**src/design/euler_angles_to_quaternion_macros.svh**
```systemverilog
// Assertion macros used by the top-level design file.
`ifndef EULER_ANGLES_TO_QUATERNION_MACROS_SVH
`define EULER_ANGLES_TO_QUATERNION_MACROS_SVH
`ifndef SYNTHESIS
// Consequent must hold in the same cycle as the antecedent.
`define EATQ_ASSERT_SAME(label, clk, rst, ante, cons) \
   label: assert property (@(posedge clk) disable iff (rst) (ante) |-> (cons)) \
      else $error("assertion failed");
// Consequent must hold in the cycle after the antecedent.
`define EATQ_ASSERT_NEXT(label, clk, rst, ante, cons) \
   label: assert property (@(posedge clk) disable iff (rst) (ante) |=> (cons)) \
      else $error("assertion failed");
`else
`define EATQ_ASSERT_SAME(label, clk, rst, ante, cons)
`define EATQ_ASSERT_NEXT(label, clk, rst, ante, cons)
`endif
`endif

```
**src/design/eatq_pkg.sv**
```systemverilog
package eatq_pkg;

   localparam int AngleWidth = 16;
   localparam int AccWidth   = 34;
   localparam int Q30Width   = 32;
   localparam int Q15Width   = 16;

   typedef logic signed [AngleWidth-1:0] angle_type;
   typedef logic signed [AccWidth-1:0]   acc_type;
   typedef logic signed [Q30Width-1:0]   q30_type;
   typedef logic signed [Q15Width-1:0]   q15_type;

   // Cosine and sine of one half angle.
   typedef struct packed {
      q30_type c;
      q30_type s;
   } cs_type;

   localparam q30_type CordicGain = 32'sd652032874;
   localparam int      Q15Max     = 32767;

   // Stage angle atan(2^-i), pi = 2^31.
   function automatic acc_type atan_step(input int idx);
      acc_type v;
      case (idx)
         0:  v = 34'sd536870912;
         1:  v = 34'sd316933406;
         2:  v = 34'sd167458907;
         3:  v = 34'sd85004756;
         4:  v = 34'sd42667331;
         5:  v = 34'sd21354465;
         6:  v = 34'sd10679838;
         7:  v = 34'sd5340245;
         8:  v = 34'sd2670163;
         9:  v = 34'sd1335087;
         10: v = 34'sd667544;
         11: v = 34'sd333772;
         12: v = 34'sd166886;
         13: v = 34'sd83443;
         14: v = 34'sd41722;
         15: v = 34'sd20861;
         16: v = 34'sd10430;
         17: v = 34'sd5215;
         18: v = 34'sd2608;
         19: v = 34'sd1304;
         20: v = 34'sd652;
         21: v = 34'sd326;
         22: v = 34'sd163;
         23: v = 34'sd81;
         default: v = '0;
      endcase
      return v;
   endfunction

   // Q.30 product, rounded half up.
   function automatic q30_type mulq(input q30_type a, input q30_type b);
      logic signed [63:0] p;
      p = 64'(a) * 64'(b) + (64'sd1 <<< 29);
      return p[61:30];
   endfunction

   // Q.30 value to Q1.15 with rounding and symmetric saturation.
   function automatic q15_type to_q15(input logic signed [Q30Width:0] v);
      logic signed [Q30Width+1:0] t;
      logic signed [18:0]         r;
      t = {v[Q30Width], v} + 34'sd16384;
      r = t[33:15];
      if (r > 19'sd32767) begin
         return q15_type'(Q15Max);
      end else if (r < -19'sd32767) begin
         return q15_type'(-Q15Max);
      end
      return r[15:0];
   endfunction

endpackage

```
**src/design/eatq_cordic_lane.sv**
```systemverilog
module eatq_cordic_lane import eatq_pkg::*; #(
   parameter int CORDIC_STAGES = 16
) (
   input  logic      clock,
   input  logic      enable,
   input  angle_type angle,
   output cs_type    result
);

   acc_type acc_ff [CORDIC_STAGES];
   q30_type x_ff   [CORDIC_STAGES];
   q30_type y_ff   [CORDIC_STAGES];

   // One rotation per register stage.
   for (genvar i = 0; i < CORDIC_STAGES; i++) begin : g_stage
      acc_type acc_prev;
      q30_type x_prev;
      q30_type y_prev;
      acc_type acc_in;
      q30_type x_in;
      q30_type y_in;

      if (i == 0) begin : g_first
         assign acc_prev = {{(AccWidth-AngleWidth-15){angle[AngleWidth-1]}}, angle, 15'b0};
         assign x_prev   = CordicGain;
         assign y_prev   = '0;
      end else begin : g_next
         assign acc_prev = acc_ff[i-1];
         assign x_prev   = x_ff[i-1];
         assign y_prev   = y_ff[i-1];
      end

      always_comb begin
         if (!acc_prev[AccWidth-1]) begin
            x_in   = x_prev - (y_prev >>> i);
            y_in   = y_prev + (x_prev >>> i);
            acc_in = acc_prev - atan_step(i);
         end else begin
            x_in   = x_prev + (y_prev >>> i);
            y_in   = y_prev - (x_prev >>> i);
            acc_in = acc_prev + atan_step(i);
         end
      end

      always_ff @(posedge clock) begin
         if (enable) begin
            acc_ff[i] <= acc_in;
            x_ff[i]   <= x_in;
            y_ff[i]   <= y_in;
         end
      end
   end

   assign result.c = x_ff[CORDIC_STAGES-1];
   assign result.s = y_ff[CORDIC_STAGES-1];

endmodule

```
**config.mk**
```make
export PLATFORM = sky130hd
export DESIGN_NAME = eatq_cordic_lane
export DESIGN_NICKNAME = d
export VERILOG_FILES = /design/src/design/euler_angles_to_quaternion_macros.svh /design/src/design/eatq_pkg.sv /design/src/design/eatq_cordic_lane.sv
export SDC_FILE = /design/constraint.sdc
export NUM_CORES = 2
export LEC_CHECK = 0
export BUFFER_PORTS_ARGS = -buffer_cell sky130_fd_sc_hd__buf_2
export CORE_ASPECT_RATIO = 0.8
export CORE_MARGIN = 2
export CORE_UTILIZATION = 40
export CTS_CLUSTER_SIZE = 8
export DETAILED_ROUTE_END_ITERATION = 10
export GPL_TIMING_DRIVEN = 0
export HOLD_SLACK_MARGIN = 0.12
export PLACE_DENSITY_LB_ADDON = 0.05
export RECOVER_POWER = 100
export REMOVE_ABC_BUFFERS = 1
export SETUP_SLACK_MARGIN = 0.02
export SYNTH_ARGS = -nofsm -noshare
export SYNTH_HDL_FRONTEND = slang
export SYNTH_SLANG_ARGS = --single-unit
```
**constraint.sdc**
```tcl
create_clock -name clock -period 8.5 [get_ports clock]
set_clock_uncertainty 0.15 [all_clocks]
set_input_delay 0.425 -clock clock [delete_from_list [all_inputs] [get_ports clock]]
set_output_delay 0.425 -clock clock [all_outputs]
set_load 0.03 [all_outputs]
```
After elaboration in Yosys (flattened, before gate mapping)
Memories as Yosys holds them, arrays and structs flattened.
Index checks and enable logic that the tools add are counted.
- muxes and demuxes: 49
- add/sub/neg operators: 92
- operators with widths (kind ; number):
    $mux W32 ; 31
    $mux W34 ; 16
    $add A32 B17 Y32 ; 2
    $add A32 B18 Y32 ; 2
    $add A32 B19 Y32 ; 2
    $add A32 B20 Y32 ; 2
    $add A32 B21 Y32 ; 2
    $add A32 B22 Y32 ; 2
    $add A32 B23 Y32 ; 2
    $add A32 B24 Y32 ; 2
    $add A32 B25 Y32 ; 2
    $add A32 B26 Y32 ; 2
    $add A32 B27 Y32 ; 2
    $add A32 B28 Y32 ; 2
    $add A32 B29 Y32 ; 2
    $add A32 B30 Y32 ; 2
    $add A32 B31 Y32 ; 2
    $sub A32 B17 Y32 ; 2
    $sub A32 B18 Y32 ; 2
    $sub A32 B19 Y32 ; 2
    $sub A32 B20 Y32 ; 2
    $sub A32 B21 Y32 ; 2
    $sub A32 B22 Y32 ; 2
    $sub A32 B23 Y32 ; 2
    41 further kinds ; 50
- bits in registers: 0
- memory bits (writable): 1568
- memories kept: 3
- word-level logic and storage cells: 144
- memory list (memory ; depth ; bits a word ; read ports ; clocked after memory_dff ; write ports ; RTL line ; text):
    acc_ff ; 16 ; 34 ; 15 ; 0 ; 16 ; eatq_cordic_lane.sv:10 ; acc_type acc_ff [CORDIC_STAGES];
    x_ff ; 16 ; 32 ; 16 ; 0 ; 16 ; eatq_cordic_lane.sv:11 ; q30_type x_ff [CORDIC_STAGES];
    y_ff ; 16 ; 32 ; 16 ; 0 ; 16 ; eatq_cordic_lane.sv:12 ; q30_type y_ff [CORDIC_STAGES];

Longest topological paths before layout
An unclocked memory read counts as a cell.
- depth in word-level cells: 3
- depth in mapped cells: 21
- mapped depth without buffers: 21

Least setup slack after synthesis
Ideal clock, no wire load.
- path kind: register to register
- start: mem x_ff[6][46] (netlist bit)
- end: mem y_ff[7][31] (netlist bit), data pin
- clock period less this slack: 4.623 ns
- required time: 8.082 ns
- library setup time: 0.268 ns
- data arrival time: 4.205 ns
- path slack: 3.877 ns
- cell stages (with the launch flop): 19
- buffers on the path: 0
- cell sequence: edfxtp_1 > inv_1 > ha_1 > nand2b_1 > or4_1 > or2_2 > nand2b_1 > nor4_1 > a21oi_1 > xnor2_1 > ha_1 > nand3_1 > or3_1 > a211oi_1 > nor3_1 > nor3_1 > a211oi_1 > o41ai_1 > xnor2_1
- RTL lines (item ; RTL line):
    start: declaration ; eatq_cordic_lane.sv:11
    end: declaration ; eatq_cordic_lane.sv:12

==> results_dict.tcl <==
set metrics [dict create \
    cp_cell_sequence "clkbuf_1, buf_16, mux2_1, fa_1, a21o_1, a21oi_1, a21oi_1, o32a_1, nor3b_1, o41ai_1, o31ai_1, o41ai_1, o21bai_1, a21oi_1, xnor2_1" \
    synth_flop_cell "edfxtp_1" \
    numCtsBuffers 201 \
    globalRouteTotalUtil_pct 21.6 \
    relSlewSlack_pct -159 \
    root_buffer "clkbuf_16" \
    netlist_area_mm2 0.117 \
    routabilityCongestion 0.870 \
    yosys-top-cells-count "ha_1, edfxtp_1, a21oi_1, xnor2_1, nor2_1" \
    cp_common_cell "a21oi_1" \
    yosysMostFrequentCell "ha_1" \
    arrival_ps 7660 \
    path_class "flip-flop to flip-flop" \
    whs_ps 220 \
    slowest_delay_ps 1450 \
    setup_tns_ps 0 \
    rsz0062_at_grt "no" \
    cts.htree.levels 4 \
    async_flop_share_pct 0 \
    layout-drive-gt1-share_pct 2.92 \
    die_h_um 487 \
    fmax_ghz 0.138 \
    min_period_ps 7250 \
    crit_path_start "acc_ff[1][67]" \
    wl_per_cell_um 20.2 \
    startpoint_type "flip-flop" \
    path_clk_slew_ps 50 \
    slowest_stage "clkbuf_1" \
    nNetsFinal 13800 \
    hold_violations 0 \
    maxCapViolations 11 \
    wl_um 327000 \
    syn_avg_cell_area_um2 9.62 \
    drv_slew 600 \
    via_per_inst 5.66 \
    grt_pass1_wl_um 512000 \
    dp_slack_ps 2020 \
    dieWidth_um 608 \
    drt-initial-drc-count 7492 \
    setup_violations 0 \
    overflow 0 \
    ys_seq_elements 1369 \
    ios 82 \
    synth_top_area_share_pct 35.2 \
    dieArea_mm2 0.296 \
    syn_to_final_growth_pct 9.12 \
    busiest_layer "met1" \
    yosysTopAreaCell "edfxtp_1" \
    setup.worst_path.end_class "flip-flop" \
    drt-pass1-iter-count 6 \
    grt_use_met2_pct 29.9 \
    grt_max_degree 172 \
    syn_inst 12100 \
    cts_setup_buffers 0 \
    via_count 91800 \
    antenna_found_initial 3 \
    violations "capacitance limit, slew limit" \
    hold_class "input pin to flip-flop" \
    clk_latency_ps 890 \
    cp_max_fo 25 \
    worstReg2RegStart "acc_ff[1][67]" \
    use_met1_pct 35.2 \
    synth-edff-count 1369 \
    ant_nets 0 \
    crit_required_ps 8900 \
    grt_pass1_vias 87600 \
    synth_area_leaders "edfxtp_1, ha_1, xnor2_1" \
    initial_core_util_pct 40.2 \
    cts_tree "yes" \
    core.rowCount 177 \
    synth_cell_types 96 \
    outcome "finished with violations" \
    cts_buffer_depth 4 \
    io_buffers 81 \
    yosys_warnings 0 \
    numClockSinks 1369 \
    setup_ws_ps 1250 \
    met3_usage_pct 2.72 \
    worst_slew_pin_slew_ps 3880 \
    core_mm2 0.291 \
    ys_seq_area_share_pct 35.2 \
    dp.final_hpwl_um 258000 \
    drc 0 \
    min_period_over_period_pct 85.3 \
    min-delay-start "angle[11]" \
    utilization_pct 43.9 \
]
-- per-stage QoR --
stage	instance area, um^2	std cells
2_1_floorplan	116000	12000
3_3_place_gp	121000	15900
3_5_place_dp	123000	15900
4_1_cts	128000	16200
5_1_grt	127000	16200
6_report	127000	16200
-- sequential cells by signal, indices dropped and copies added, names as in the netlist --
register and flops:
acc_ff 432, x_ff 456, y_ff 481
-- cell usage in the layout (no fill, tap or decap), drive strengths merged, types with 547 or more instances in the layout --
| cell | count |
|---|---|
| inv | 547 |
| ha | 1415 |
| xor2 | 579 |
| edfxtp | 1369 |
| a21o | 658 |
| xnor2 | 1131 |
| nor2 | 1044 |
| a21oi | 1360 |
| o21ai | 584 |
| nand2 | 566 |
-- logic make-up after synthesis --
family,after synthesis,share of synthesized area (%)
xor gates and xnor gates,1710,12.8
muxes,111,1.01
AOI/OAI and AO/OA,3709,20.1
DFF,1369,35.2
and+or+nand+nor,3059,12.7
adders and majority gates,1456,15.9
buffers and inverters,730,2.35
-- metal layers --
metal,routed length (um),share of wire (%),vias to the layer above
li1,-,-,45400
met1,178000,55,43900
met2,125000,38,2125
met3,17900,5.5,309
met4,5720,1.7,0
met5,0,0,-
-- path summary, 6_finish.rpt --
check             endpoint  slack [ps]  cells past startpoint
max            x_ff[5][30]        1250                     15
min          acc_ff[0][26]         220                      2
max reg2reg    x_ff[5][30]        1250                     15
min reg2reg  acc_ff[1][70]         270                      0
-- critical path: cells and delay by family (launching register included) --
| family | cells | cell delay [ps] |
|---|---|---|
| xor+xnor | 1 | 320 |
| simple gates | 1 | 210 |
| compound gates | 9 | 2860 |
| mux | 1 | 450 |
| fa+ha+maj | 1 | 440 |
| buf+inv | 2 | 1700 |
| flops | 1 | 750 |
-- cell type report --
class / instances / area (um^2)
antenna: 3 / 7.51
clock buffer: 226 / 5190
clock inverter: 11 / 150
fill: 27900 / 163000
inverter: 548 / 2060
multi-input combinational: 10000 / 72800
sequential: 1369 / 41100
tap: 3848 / 4810
timing repair buffer: 157 / 1270
-- repair_timing --
action,4_1_cts,5_1_grt
hold buffers,29,0
resized for setup,0,0
endpoints found under the hold margin,76,0
setup endpoints to repair,0,0
Power is left out: the tool's default activity adds up to more than one toggle a clock period on the data nets, which glitch-free logic cannot reach.
